## config.mk

```make
export PLATFORM = sky130hd
export DESIGN_NAME = hex_half_disk_row_enumerator
export DESIGN_NICKNAME = d
export VERILOG_FILES = /design/src/rtl/hhde_pkg.sv /design/src/rtl/hhde_sq_unit.sv /design/src/rtl/hex_half_disk_row_enumerator.sv
export SDC_FILE = /design/constraint.sdc
export NUM_CORES = 1
export LEC_CHECK = 0
export ABC_AREA = 0
export BUFFER_PORTS_ARGS = -buffer_cell sky130_fd_sc_hd__buf_2
export CAP_MARGIN = 20
export CELL_PAD_IN_SITES_DETAIL_PLACEMENT = 0
export CELL_PAD_IN_SITES_GLOBAL_PLACEMENT = 1
export CORE_ASPECT_RATIO = 1.25
export CORE_UTILIZATION = 40
export DETAILED_ROUTE_END_ITERATION = 6
export PLACE_DENSITY = 0.71
export SLEW_MARGIN = 30
export SYNTH_ARGS = -nofsm -noshare
export SYNTH_HDL_FRONTEND = slang
export SYNTH_HIERARCHICAL = 1
export SYNTH_SLANG_ARGS = --single-unit
```

## constraint.sdc

```tcl
create_clock -name i_clk -period 8.1 [get_ports i_clk]
set_input_delay 1.215 -clock i_clk [delete_from_list [all_inputs] [get_ports i_clk]]
set_output_delay 1.215 -clock i_clk [all_outputs]
set_load 0.05 [all_outputs]
```

## src/rtl/hhde_pkg.sv

```systemverilog
// Shared types and constants for the hex half-disk row enumerator.
`default_nettype none

package hhde_pkg;

    localparam int RADIUS_MAX_DEF = 31;   // default scan half-width minus one
    localparam int THR_W          = 12;   // radius threshold width
    localparam int EY_W           = 6;    // scanline offset width
    localparam int EX_W           = 7;    // column offset width, signed
    localparam int OP_W           = 8;    // squarer operand width, signed
    localparam int SQ_W           = 13;   // square of an operand up to 65
    localparam int BASE_W         = 14;   // 3*ey^2 up to 11907
    localparam int LHS_W          = 15;   // h^2 + 3*ey^2

    typedef struct packed {
        logic [EY_W-1:0] row_offset;
        logic            center_row_odd;
    } t_in_item;

    typedef struct packed {
        logic signed [EX_W-1:0] col_offset;
        logic [EY_W-1:0]        row_echo;
        logic                   row_empty;
        logic                   last_of_row;
    } t_out_item;

    typedef enum logic [1:0] {
        S_IDLE,
        S_BASE,
        S_SCAN,
        S_FIN
    } t_state;

endpackage

`default_nettype wire

```

## src/rtl/hhde_sq_unit.sv

```systemverilog
// Shared squarer used for both the row term and the per-column term.
`default_nettype none

module hhde_sq_unit (
    input  wire logic signed [hhde_pkg::OP_W-1:0] i_op,
    output logic [hhde_pkg::SQ_W-1:0]             o_sq
);
    import hhde_pkg::*;

    logic signed [2*OP_W-1:0] prod;

    // operands stay within +/-65, so the square fits SQ_W bits
    assign prod = i_op * i_op;
    assign o_sq = prod[SQ_W-1:0];

endmodule

`default_nettype wire

```

## src/rtl/hex_half_disk_row_enumerator.sv

```systemverilog
// Top level: hex grid half-disk scanline enumerator with its sequencer.
`default_nettype none

// Usage
//   Write the radius threshold ceil(4r^2/sx^2) through i_cfg_we/i_cfg_wdata
//   while busy is low. Reset clears it to zero, which makes every row empty.
//   Issue a scanline by raising start with i_item (row offset ey and the
//   parity of the center row); the item is taken on an edge where start is
//   high and busy is low. busy then stays high until the row is finished.
//   Each pixel offset ex inside the disk comes out on o_result for one cycle,
//   marked by o_res_strobe, in ascending order; the final one carries
//   last_of_row. A row with no pixel gives one result with row_empty set.
//   Steps: the row term 3*ey^2 is first loaded through the shared squarer,
//   then the columns of the window -(RADIUS_MAX+1)..RADIUS_MAX+1 are tested
//   one per cycle on the same squarer, then a closing step ends the row; the
//   center scanline tests only columns 1..RADIUS_MAX+1. At most one result
//   per cycle. The squarer is the only multiplier.
//   Each hit is held until the next hit or the closing cycle so the last one
//   can be flagged. The receiver cannot stall; results are never held.
module hex_half_disk_row_enumerator #(
    parameter int RADIUS_MAX = hhde_pkg::RADIUS_MAX_DEF
) (
    input  wire logic                       i_clk,
    input  wire logic                       i_rst_n,
    input  wire logic                       i_cfg_we,
    input  wire logic [hhde_pkg::THR_W-1:0] i_cfg_wdata,
    input  wire logic                       start,
    input  wire hhde_pkg::t_in_item         i_item,
    output logic                            busy,
    output logic                            o_res_strobe,
    output hhde_pkg::t_out_item             o_result
);
    import hhde_pkg::*;

    // scan window bounds
    localparam logic signed [EX_W-1:0] EX_HI = EX_W'(RADIUS_MAX + 1);
    localparam logic signed [EX_W-1:0] EX_LO = -EX_HI;

    t_state                 r_state, n_state;
    logic [THR_W-1:0]       r_thr;
    logic [EY_W-1:0]        r_ey, n_ey;
    logic                   r_codd, n_codd;
    logic signed [EX_W-1:0] r_ex, n_ex;
    logic [BASE_W-1:0]      r_base, n_base;
    logic                   r_have, n_have;
    logic signed [EX_W-1:0] r_pend, n_pend;
    logic                   r_strobe, n_strobe;
    t_out_item              r_result, n_result;

    logic signed [OP_W-1:0] sq_op;
    logic [SQ_W-1:0]        sq;
    logic signed [OP_W-1:0] d_off;
    logic signed [OP_W-1:0] h_val;
    logic [LHS_W-1:0]       lhs;
    logic                   hit;

    hhde_sq_unit u_sq (
        .i_op (sq_op),
        .o_sq (sq)
    );

    // odd scanlines sit half a step right or left of the center row
    assign d_off = r_ey[0] ? (r_codd ? -8'sd1 : 8'sd1) : 8'sd0;
    assign h_val = $signed({r_ex, 1'b0}) + d_off;
    assign lhs   = LHS_W'(sq) + LHS_W'(r_base);
    assign hit   = lhs < LHS_W'(r_thr);

    assign busy         = (r_state != S_IDLE);
    assign o_res_strobe = r_strobe;
    assign o_result     = r_result;

    always_comb begin
        n_state  = r_state;
        n_ey     = r_ey;
        n_codd   = r_codd;
        n_ex     = r_ex;
        n_base   = r_base;
        n_have   = r_have;
        n_pend   = r_pend;
        n_strobe = 1'b0;
        n_result = r_result;
        sq_op    = '0;
        case (r_state)
            S_IDLE: begin
                if (start) begin
                    n_ey    = i_item.row_offset;
                    n_codd  = i_item.center_row_odd;
                    // the center scanline keeps only the right half
                    n_ex    = (i_item.row_offset == '0) ? EX_W'(1) : EX_LO;
                    n_state = S_BASE;
                end
            end
            S_BASE: begin
                // load 3*ey^2 as sq + 2*sq
                sq_op   = $signed(OP_W'(r_ey));
                n_base  = BASE_W'(sq) + BASE_W'({sq, 1'b0});
                n_have  = 1'b0;
                n_state = S_SCAN;
            end
            S_SCAN: begin
                sq_op = h_val;
                if (hit) begin
                    // release the held hit, it is not the last one
                    if (r_have) begin
                        n_strobe             = 1'b1;
                        n_result.col_offset  = r_pend;
                        n_result.row_echo    = r_ey;
                        n_result.row_empty   = 1'b0;
                        n_result.last_of_row = 1'b0;
                    end
                    n_pend = r_ex;
                    n_have = 1'b1;
                end
                if (r_ex == EX_HI) begin
                    n_state = S_FIN;
                end else begin
                    n_ex = r_ex + EX_W'(1);
                end
            end
            S_FIN: begin
                n_strobe             = 1'b1;
                n_result.row_echo    = r_ey;
                n_result.last_of_row = 1'b1;
                if (r_have) begin
                    n_result.col_offset = r_pend;
                    n_result.row_empty  = 1'b0;
                end else begin
                    n_result.col_offset = '0;
                    n_result.row_empty  = 1'b1;
                end
                n_state = S_IDLE;
            end
            default: begin
                n_state = S_IDLE;
            end
        endcase
    end

    always_ff @(posedge i_clk) begin
        if (!i_rst_n) begin
            r_state  <= S_IDLE;
            r_thr    <= '0;
            r_strobe <= 1'b0;
            r_have   <= 1'b0;
        end else begin
            r_state  <= n_state;
            r_strobe <= n_strobe;
            r_have   <= n_have;
            if (i_cfg_we) begin
                r_thr <= i_cfg_wdata;
            end
        end
    end

    always_ff @(posedge i_clk) begin
        r_ey     <= n_ey;
        r_codd   <= n_codd;
        r_ex     <= n_ex;
        r_base   <= n_base;
        r_pend   <= n_pend;
        r_result <= n_result;
    end

    // closing a row always puts out its last result
    a_fin_strobes: assert property (@(posedge i_clk) disable iff (!i_rst_n)
        (r_state == S_FIN) |=> (o_res_strobe && o_result.last_of_row))
        else $error("row closed without a last result");

    // an empty row is a single result
    a_empty_last: assert property (@(posedge i_clk) disable iff (!i_rst_n)
        (o_res_strobe && o_result.row_empty) |-> o_result.last_of_row)
        else $error("empty result not flagged last");

    // nothing comes out while the row term is loaded
    a_base_quiet: assert property (@(posedge i_clk) disable iff (!i_rst_n)
        (r_state == S_BASE) |-> !o_res_strobe)
        else $error("result during row setup");

    // every pixel lies in the scan window
    a_in_window: assert property (@(posedge i_clk) disable iff (!i_rst_n)
        (o_res_strobe && !o_result.row_empty) |->
            (o_result.col_offset >= EX_LO && o_result.col_offset <= EX_HI))
        else $error("column offset outside scan window");

endmodule

`default_nettype wire

```

==> results summary, run 1 <==
The flow ran to the end, and the final reports show no timing, DRC or antenna violations. The fraction of the cycle the final worst path needs came out at a little over nine tenths. The number of DRC markers in iteration 0 is between 100 and 150.

STA classifies the critical path startpoint as a register. The internal power component came out at between 1 and 1.5 mW. The library cell used most frequently in the layout, excluding fill and tap cells, is sky130_fd_sc_hd__inv_1. The core region is around 14000 sq um.

The clock group share of total power came out at between 15 and 20%. In this run the power spent charging and discharging nets is 0.901 mW. The aggregate routed wire length came out at between 10 and 15 mm. The layout cell share with drive strength beyond 1 came out at about 20%. The worst setup slack after placement is -0.142 ns. The number of buffer cells added on primary ports is 39. The fraction of registers with async set/reset came out at 0%. The floorplan has 49 rows. For this run, design rule violations remaining after detail routing come to 0.

The sequential share of the synthesized area came out at 31.2%. In this run the clock root is driven by a sky130_fd_sc_hd__clkbuf_16. The library cells used most frequently in the layout, excluding fill and tap cells, are sky130_fd_sc_hd__inv_1, sky130_fd_sc_hd__ha_1, sky130_fd_sc_hd__edfxtp_1. The final RePlAce weighted congestion came out at 0.812.

The post-synth net total came out at 700. The synthesized netlist contains between 50 and 60 unique library cells. At the end of the flow the core is filled with cells to 48.5%.

The horizontal die dimension came out at between 100 and 150 um. The maximum number of pins on one net before global-route repair came out at 19. The aggregate global-route resource usage came out at 16.2%. The worst hold slack after final layout came out at just under 0.5 ns. The post-synthesis area per instance is a little over 10 sq um.

For this design the static power due to leakage is between 3 and 4 nW. The longest clock path from root to sink contains 2 buffers. The total number of vias came out at between 4k and 5k.

The worst setup path is captured at a register. Headroom to the max-slew limit came out at between 50% and 60%. The number of CTS-inserted buffers came out at 9. The clock edge transition at the registers on the reported setup and hold paths came out at approximately 0.06 ns. The most instantiated flip-flop cell in the synthesis netlist is sky130_fd_sc_hd__edfxtp_1. The design draws approximately 2.2 mW. The die area came out at roughly 15000 sq um. The sum of net half-perimeters after detailed placement is approximately 9 mm. The final global-route overflow total came out at 0.

The multi-input combinational cells in the finished layout cover a total of between 3000 and 4000 sq um. The slowest stage of the critical path belongs to the cell sky130_fd_sc_hd__fa_1. The number of placed I/O pins is 40. The initial antenna violation count came out at 0. The clock skew came out at a little over 0.01 ns. The H-tree was split into 3 levels.

The flop and latch count out of synthesis is between 60 and 70. The sequential cell area is ~1800 sq um. The worst path needs around 7.8 ns of the cycle, external delays included.

The ratio of total power to cell area is roughly 320 nW/um^2. The share of total power consumed by net switching came out at just over 40%. Derived from the worst setup path, the maximum achievable clock frequency is about 130 MHz. The number of violations of the max-capacitance limit is 0. At the worst endpoint, the arrival time is 7.86 ns.

The slew of the pin with the lowest slew margin came out at a little under 0.7 ns. The worst supply voltage drop on vdd came out at slightly below 0.0002 V. The number of antenna diodes came out at 0. The logic gate share of total power is between 50 and 60%. The wire length of the first global-routing pass is about 19 mm. The total count of hold-check failures in the final report came out at 0. The path type of the worst setup path is reg2reg. The maximum fanout encountered on the critical timing path came out at 7. The number of pins exceeding their max-slew limit in the final report came out at 0. The worst hold-check path type is reg2reg.

The gate count of the mapped netlist is between 500 and 600. The detail-routed net length per standard cell came out at 13.4 um. The data required time at the worst endpoint came out at 8.16 ns.

Once the floorplan was initialized, standard cells occupied 40.7% of the core. Setup violations remaining at the end of the flow were counted as 0. In the routed layout, each cell is associated on average with a via count of about 4.9.

The height of the die is 137 um. The cell area that synthesis handed to floorplanning was 5840 sq um. The TritonCTS clock tree is built. The clock reaches the later pin of the worst-skew pair after ~0.34 ns. Sequential cells burn 24.1% of the power.

The filler cell count in the final layout is around 1.4k. The warning count from the yosys run came out at 6. The number of nets in the layout came out at approximately 780. The clock net in this run drives a total of between 60 and 70 sinks.

The filler-free cell count of the finished design came out at 827. The number of enable-type register cells in the synthesized netlist is 50. The longest individual stage delay on the worst path is around 0.53 ns. The first detailed-routing pass took 4 iterations. Across all setup checks in the final design, the least slack found is a little over 0.3 ns. The number of placed instances, taps included, is 802. The via count of the first global-routing pass is between 4k and 5k.

The count of nets left with antenna violations once routing finished came out at 0. From synthesis to final layout, the design area changed by 19.0%.
[synthesized netlist by cell type (14+ instances only)]
master	count	area (sq um)
sky130_fd_sc_hd__xnor2_1	35	307
sky130_fd_sc_hd__a21oi_1	30	150
sky130_fd_sc_hd__nand2_1	17	63.8
sky130_fd_sc_hd__inv_1	83	312
sky130_fd_sc_hd__dfxtp_1	16	320
sky130_fd_sc_hd__mux2i_1	14	140
sky130_fd_sc_hd__fa_1	38	761
sky130_fd_sc_hd__edfxtp_1	50	1500
sky130_fd_sc_hd__nor2b_1	27	169
sky130_fd_sc_hd__ha_1	70	876
sky130_fd_sc_hd__and2_1	26	163
sky130_fd_sc_hd__nor2_1	28	105
[worst paths after layout]
path | from | endpoint | slack, ns | depth (start not counted)
setup reg to reg | r_ey[0] | o_result[10] | 0.30 | 36
hold / removal | r_ey[1] | o_result[3] | 0.48 | 0
setup / recovery | r_ey[0] | o_result[10] | 0.30 | 36
hold reg to reg | r_ey[1] | o_result[3] | 0.48 | 0
[registers in the layout, indices dropped and copies added (netlist names)]
name / flops
o_result: 15
r_pend: 7
r_ex: 7
r_thr: 12
r_codd: 1
r_ey: 6
r_have: 1
r_base: 14
r_state: 2
o_res_strobe: 1
[power by group through the flow]
stage	clock (mW)	sequential, mW	combinational [mW]
after floorplan	0	0.556	0.867
after global placement	0	0.536	1.18
after detailed placement	0	0.538	1.20
after CTS	0.406	0.531	1.21
after global routing	0.416	0.540	1.44
final	0.397	0.531	1.28
[per-stage QoR]
step	setup TNS (ns)	area, sq um
after global routing	-0.215	6950
after floorplan	0	5840
after global placement	0	6420
final	0	6950
after CTS	0	6720
after detailed placement	-2.65	6420
[layout make-up]
| class | instances | share of cell area, % |
|---|---|---|
| Timing Repair Buffer | 75 | 7.13 |
| Tap cell | 178 | 3.20 |
| Clock inverter | 7 | 1.10 |
| Sequential cell | 66 | 26.2 |
| Multi-Input combinational cell | 409 | 54.7 |
| Clock buffer | 9 | 3.24 |
| Inverter | 83 | 4.48 |
[critical path, delay by kind of cell (launching register included)]
| family | cells | cell delay [ns] |
|---|---|---|
| adders and majority gates | 8 | 3.02 |
| and+or+nand+nor | 10 | 1.81 |
| AOI/OAI and AO/OA | 9 | 1.35 |
| buffers and inverters | 6 | 0.52 |
| xor gates and xnor gates | 3 | 0.44 |
| DFF | 1 | 0.38 |
[metal layers]
metal	wire, um	up-vias	global-route usage, %
met3	262	15	2.71
li1	-	2071	-
met5	0	-	0
met4	227	0	5.99
met2	5860	51	30.0
met1	4770	1939	18.2
[cell families (layout without fill, tap and decap cells)]
kind of cell | count (synthesis) | count (layout) | synth area share (%)
and+or+nand+nor | 144 | 144 | 13.7
adders and majority gates | 108 | 108 | 28.0
buffers and inverters | 94 | 174 | 6.30
AOI/OAI and AO/OA | 92 | 92 | 10.6
DFF | 66 | 66 | 31.2
xor gates and xnor gates | 48 | 48 | 7.32
muxes | 16 | 16 | 2.85
other | 1 | 1 | 0.0642
[what timing repair did]
item,4_1_cts,5_1_grt
resized for setup,2,32
buffers inserted,0,8
hold buffers,0,0
pin swaps,1,20
gates cloned,0,1
setup endpoints to repair,22,24
Note: power is estimated with default switching activity, not from simulation.
==> run 2: changes to the inputs <==
PLACE_DENSITY = 0.68   (was 0.71)
clock period = 9.5 ns   (was 8.1 ns; I/O delays follow)
==> run 2 against run 1 <==
Cell count down 3.6%. Wire length down 0.62%. Non-clock buffer count down 30. Combinational power down 25%. Clock skew down 0.0061 ns. Utilization down 2.9 points. Via count down 2.9%. Register-to-register slack better by 0.43 ns. Largest cell class unchanged. Worst hold slack worse by 0.018 ns. Worst setup slack better by 0.43 ns.
==> results summary, run 2 (synthesis results as in run 1) <==
The run finished with clean final reports. Setup repair after global routing left no endpoint under its margin. The layout overhead on the synthesized area is 11.9%.

During I/O placement, the number of pins put on the boundary was 40. The cts-stage hold buffer count is 0. Setup violations remaining at the end of the flow were counted as 0. Ranked by flip-flop count, first place goes to o_result. The post-route minimum period is 8.77 ns. The remaining number of nets flagged by the antenna check after routing came out at 0. The path depth of the worst reg2reg path is 32. The H-tree was split into 3 levels. The first global-routing pass estimated about 19 mm of wire. The maximum clock path buffer count came out at 2.

The CTS sink count is 66. The tightest min-delay check is of the reg2reg type. The via count of the first global-routing pass is about 4.1k. The maximum fanout encountered on the critical timing path came out at 9. The number of flip-flops under the largest register name came out at 15. At the pin with the least slew margin, the transition time is between 0.8 and 0.9 ns.

The site row count came out at 49. The number of buffer cells added on primary ports came out at 39. In this run the most critical hold path is launched from r_ey[3]. On the worst path, the slowest cell contributes a delay of 0.54 ns. After detailed routing, the number of remaining DRC violations is 0. The area of the core is 14300 sq um. The detail-routed net length per standard cell came out at between 10 and 15 um.

In this run the vertical extent of the chip is 137 um. The count of cells in the finished layout, fillers not included, comes to approximately 800. The reported leakage power came out at about 2.9 nW. The placed instance count came out at approximately 800. STA classifies the critical path startpoint as a register.

The slack of the worst reg-to-reg path is 0.73 ns. The number of pins exceeding their max-slew limit in the final report came to 0. The total number of vias came out at 3956. Leaving out fill and tap cells, the most frequent cell in the layout is sky130_fd_sc_hd__inv_1. The aggregate routed wire length is approximately 11 mm.

The initial utilization of the core area, before any placement, comes to approximately two fifths. STA classifies the critical path endpoint as a register. On the critical path, the stage with the largest delay is an instance of sky130_fd_sc_hd__fa_1. The maximum clock rate is around 110 MHz. The power consumption is around 1.7 mW.

The data required time at the worst endpoint came out at 9.55 ns. The worst slew margin relative to its limit is between 40 and 50%. By startpoint and endpoint, the worst setup path is classified as reg2reg. The number of nets in the layout came out at ~750.

The layout cell share with drive strength beyond 1 came out at 11.6%. Between clock sinks in the finished design, the worst skew comes to around 0.0043 ns. The most repeated library cell on the critical path is sky130_fd_sc_hd__fa_1. Summed over all layers, the global routing overflow is 0. The final RePlAce weighted congestion came out at about 0.82. The total count of hold-check failures in the final report is 0. The sum of net half-perimeters after detailed placement is 9.01 mm. The die is roughly 110 um wide.

The fraction of the cycle the final worst path needs is 92.3%. The die area came out at ~15000 sq um. Using the TritonRoute via totals, the vias-per-cell ratio works out to just under 5. The number of cells traversed by the worst hold path is 0. In this run the critical register-to-register path is launched from r_ey[0]. The arrival time of data at the critical path endpoint came out at 8.82 ns.

Entering global routing, the biggest net connects 26 pins. The buffer type at the clock tree root is sky130_fd_sc_hd__clkbuf_16. The initial antenna violation count is 0. For this run, the detailed router's first-pass iteration total came to 4. The largest registers in the layout are o_result x15, r_base x14, r_thr x12. TritonCTS built the clock tree. The worst register-to-register path ends at o_result[14]. The number of CTS-inserted buffers is 9. The ratio of total power to cell area came out at 266 nW/um^2. The aggregate global-route resource usage is about 17%. The latest clock arrival within the worst-skew pair is 0.34 ns. VDD sags by at most roughly 0.00015 V. For hold timing, the worst endpoint is o_result[5]. The library cells used most frequently in the layout, excluding fill and tap cells, are sky130_fd_sc_hd__inv_1, sky130_fd_sc_hd__ha_1, sky130_fd_sc_hd__edfxtp_1. The clock edge transition at the registers on the reported setup and hold paths is about 0.060 ns. The number of violations of the max-capacitance limit is 0. The aggregate negative setup slack is 0 ns. The number of DRC markers in iteration 0 came out at around 150. The number of antenna diodes is 0.
-- run 2: metal layers --
layer,part of all wire (%),vias to the layer above,global-route usage [%]
met5,0,-,0
met4,1.8,0,5.85
met3,2.8,14,3.24
met2,54,51,31.9
met1,42,1878,17.8
li1,-,2013,-
-- run 2: per-stage QoR --
step | hold slack (ns) | cell area (sq um) | worst slack [ns] | utilization [%]
finish | 0.465 | 6540 | 0.734 | 45.6
global route | 0.497 | 6540 | 0.0466 | 45.6
floorplan | 0.427 | 5840 | 1.33 | -
detailed placement | 0.444 | 6250 | 0.600 | 43.6
global placement | 0.452 | 6250 | 0.812 | 43.6
CTS | 0.470 | 6540 | 0.547 | 45.6
-- run 2: worst max path at each step --
stage	startpoint	to	slack, ns	cells past startpoint
4_1_cts	r_ey[0]	o_result[14]	0.55	32
3_3_place_gp	r_ey[0]	o_result[12]	0.81	32
5_1_grt	r_ey[0]	o_result[14]	0.05	32
2_1_floorplan	r_ey[0]	o_result[0]	1.33	32
6_report	r_ey[0]	o_result[14]	0.73	32
3_5_place_dp	r_ey[0]	o_result[10]	0.60	32
-- run 2: repair_timing --
item                       4_1_cts  5_1_grt
setup endpoints to repair        0        9
buffers inserted                 0        0
resized for setup                0        1
-- run 2: worst max-delay path: cells and delay by family, from the launching register on --
| kind | cells | cell delay (ns) |
|---|---|---|
| adder cells (fa/ha/maj) | 9 | 3.63 |
| AND/OR/NAND/NOR | 8 | 2.02 |
| AO/OA/AOI/OAI | 10 | 1.70 |
| XOR/XNOR | 3 | 0.43 |
| flip-flops | 1 | 0.41 |
| buffers and inverters | 2 | 0.25 |
-- run 2: power breakdown --
group,switching [mW],internal [mW],total [mW]
logic,0.558,0.404,0.962
clock network,0.137,0.181,0.319
registers,0.0445,0.415,0.459
-- run 2: final cells by class --
type,instances,area [sq um]
Inverter,83,312
Clock buffer,9,225
Multi-Input combinational cell,409,3650
Tap cell,178,223
Sequential cell,66,1820
Fill cell,1410,7810
Timing Repair Buffer,45,240
Clock inverter,7,61.3
==> run 3: changes to the inputs <==
CORE_ASPECT_RATIO = unset   (was 1.25)
==> run 3 against run 2 <==
Global-route usage fell by 0.83 points. Clock power rose by 10%. Die area barely moved. Design area rose by 0.42%. Utilization rose by 1.2 points. Maximum frequency barely moved.
==> results summary, run 3 (synthesis results as in run 1) <==
STA classifies the critical path startpoint as a register. Net switching is between 40% and 50% of the power. In this run the number of H-tree levels came out at 3. After detailed routing, the total wire length is ~11 mm. The area of the core is around 14000 sq um.

The fraction of the cycle the final worst path needs came out at 92.2%. The data required time at the worst endpoint is roughly 9.5 ns. The top cell types in the final layout, fill and taps aside, are sky130_fd_sc_hd__inv_1, sky130_fd_sc_hd__ha_1, sky130_fd_sc_hd__edfxtp_1.

Timing would allow up to approximately 110 MHz. The run finished with clean final reports. The path depth of the worst reg2reg path came out at 33. In the routed design, unresolved DRC markers number 0. The TritonCTS clock tree is built. The detail-routed net length per standard cell came out at 13.4 um. The total setup buffers inserted after CTS came out at 0. The startpoint identified for the worst hold timing path is r_ey[1].

The CTS sink count came out at 66. Compared with the post-synthesis result, the final layout area differs by 12.3%. The net load switching power came out at slightly above 0.7 mW. The count of final setup violators came out at 0. For the pin with the worst max-slew slack, the measured transition is around 0.84 ns. Of all nets on the critical path, the largest fanout is 9.

The arrival time of data at the critical path endpoint is just under 9 ns. The starting density of the core came out at between 40% and 50%. The maximum clock path buffer count came out at 2. The wire length of the first global-routing pass is ~18 mm. The initial antenna violation count is 0.

In this run the worst hold path is classified as reg2reg. The destination of the worst register-to-register timing path is o_result[1]. The via count of the first global-routing pass came out at between 4k and 5k. In this run the worst setup path terminates at o_result[1].

The longest individual stage delay on the worst path came out at between 0.5 and 0.6 ns. The power consumption is about 1.8 mW. The number of DRC markers in iteration 0 came out at 139.

The clock skew is ~0.0062 ns. Leaving out fill and tap cells, the most frequent cell in the layout is sky130_fd_sc_hd__inv_1. The register with the most flip-flops in the layout has 15 of them.

The filler cell count in the final layout is 1305. The ratio of total power to cell area is between 200 and 300 nW/um^2. The worst setup path is of the reg2reg kind. The height of the die is between 100 and 150 um. The number of buffer cells added on primary ports came out at 39.

The remaining number of nets flagged by the antenna check after routing came out at 0. The number of placed I/O pins is 40. The number of antenna diodes in the final layout is 0.

The die area is 15100 sq um. After layout, the minimum clock period comes to ~9 ns. The final global-route overflow total is 0.

The number of pins exceeding their max-slew limit in the final report was 0. Headroom to the max-slew limit came out at 43.7%. The detailed-route vias per instance came out at around 4.9. The initialized floorplan defines 43 standard-cell rows. The floorplan step set the die width to between 100 and 150 um. The reported leakage power came out at between 2 and 3 nW. Entering global routing, the biggest net connects 26 pins. Setup repair after global routing left no endpoint under its margin. The number of nets in the layout is about 740. Tracing the worst setup path back leads to its startpoint at r_ey[0].

The aggregate global-route resource usage came out at between 10% and 20%. The aggregate negative setup slack is 0 ns. The number of violations of the max-capacitance limit is 0. The worst setup path is captured at a register. Summing over every cut layer, the via total after detailed routing is 3915. The number of resized instances in the post-cts repair step came out at 0. The number of clock buffers added by TritonCTS is 9. The later pin in the worst-skew pair is clocked with a latency of 0.34 ns. The internal power component is between 1 and 1.5 mW. The register containing the most flip-flops in the final layout is o_result. Summed over all nets, the half-perimeter wirelength after detailed placement is roughly 8.9 mm. The clock group share of total power is approximately 20%. The largest registers in the layout are o_result x15, r_base x14, r_thr x12. The total count of hold-check failures in the final report came out at 0.

The startpoint of the lowest-slack register-to-register path is r_ey[0]. Per report_power, the combinational group accounts for between 50% and 60% of the total. The final RePlAce weighted congestion is a little over 0.8. The part of the power in registers came out at approximately a quarter.

The worst supply voltage drop on vdd came out at approximately 0.00011 V. The most repeated library cell on the critical path is sky130_fd_sc_hd__fa_1. In this run, post-CTS hold repair placed 0 buffers. The clock edge transition at the registers on the reported setup and hold paths came out at 0.06 ns. The layout cell share with drive strength beyond 1 came out at between 10% and 20%. The slack of the worst reg-to-reg path is around 0.74 ns. The iteration count of the initial detailed-routing pass came out at 4.

The slowest library cell on the worst path is sky130_fd_sc_hd__fa_1. Clock tree synthesis selected as its root buffer the cell sky130_fd_sc_hd__clkbuf_16.
==> run 3: cell count changes in the layout (fill, tap and decap cells not counted) <==
cell                        before  now
sky130_fd_sc_hd__buf_4           6    5
sky130_fd_sc_hd__inv_6           3    0
sky130_fd_sc_hd__bufinv_16       0    2
sky130_fd_sc_hd__clkinv_2        0    2
sky130_fd_sc_hd__inv_8           1    0
==> run 3: worst max-delay path, delay by kind of cell (launching register included) <==
family / cells / cell delay, ns
xor+xnor: 3 / 0.43
simple gates: 8 / 1.85
buf+inv: 3 / 0.43
flops: 1 / 0.42
compound gates: 10 / 1.72
fa+ha+maj: 9 / 3.62
==> run 3: metrics by stage <==
step | setup WS, ns | hold WS [ns] | instances | area (sq um) | util (%)
2_1_floorplan | 1.33 | 0.427 | 569 | 5840 | -
3_3_place_gp | 0.822 | 0.459 | 782 | 6240 | 44.5
3_5_place_dp | 0.552 | 0.445 | 782 | 6240 | 44.5
4_1_cts | 0.535 | 0.460 | 798 | 6560 | 46.7
5_1_grt | 0.0305 | 0.469 | 798 | 6560 | 46.7
6_report | 0.739 | 0.460 | 798 | 6560 | 46.7
==> run 3: power by group through the flow <==
stage | clock network [mW] | registers, mW | logic (mW)
CTS | 0.361 | 0.458 | 0.965
global placement | 0 | 0.463 | 0.947
detailed placement | 0 | 0.464 | 0.957
finish | 0.352 | 0.459 | 0.953
global route | 0.375 | 0.466 | 1.08
floorplan | 0 | 0.474 | 0.739
==> run 3: per-layer routing <==
metal  wire length [um]  share of wire (%)  GRT usage, %
met1               4990                 47          19.0
met2               5230                 49          27.5
met3                310                2.9          4.04
met4                144                1.3          5.11
met5                  0                  0             0
==> run 3: cell type report <==
class | instances | area [sq um] | share of cell area (%)
multi-input combinational | 409 | 3650 | 55.7
inverter | 83 | 312 | 4.75
sequential | 66 | 1820 | 27.8
timing repair buffer | 44 | 233 | 3.55
clock inverter | 7 | 93.8 | 1.43
tap | 180 | 225 | 3.43
clock buffer | 9 | 225 | 3.43
==> run 3: how the worst min path moves through the flow <==
stage                             end  cells after the start
after floorplan           o_result[4]                      0
after global placement    o_result[2]                      0
after detailed placement  o_result[3]                      0
after CTS                 o_result[3]                      0
after global routing      o_result[3]                      0
final                     o_result[3]                      0
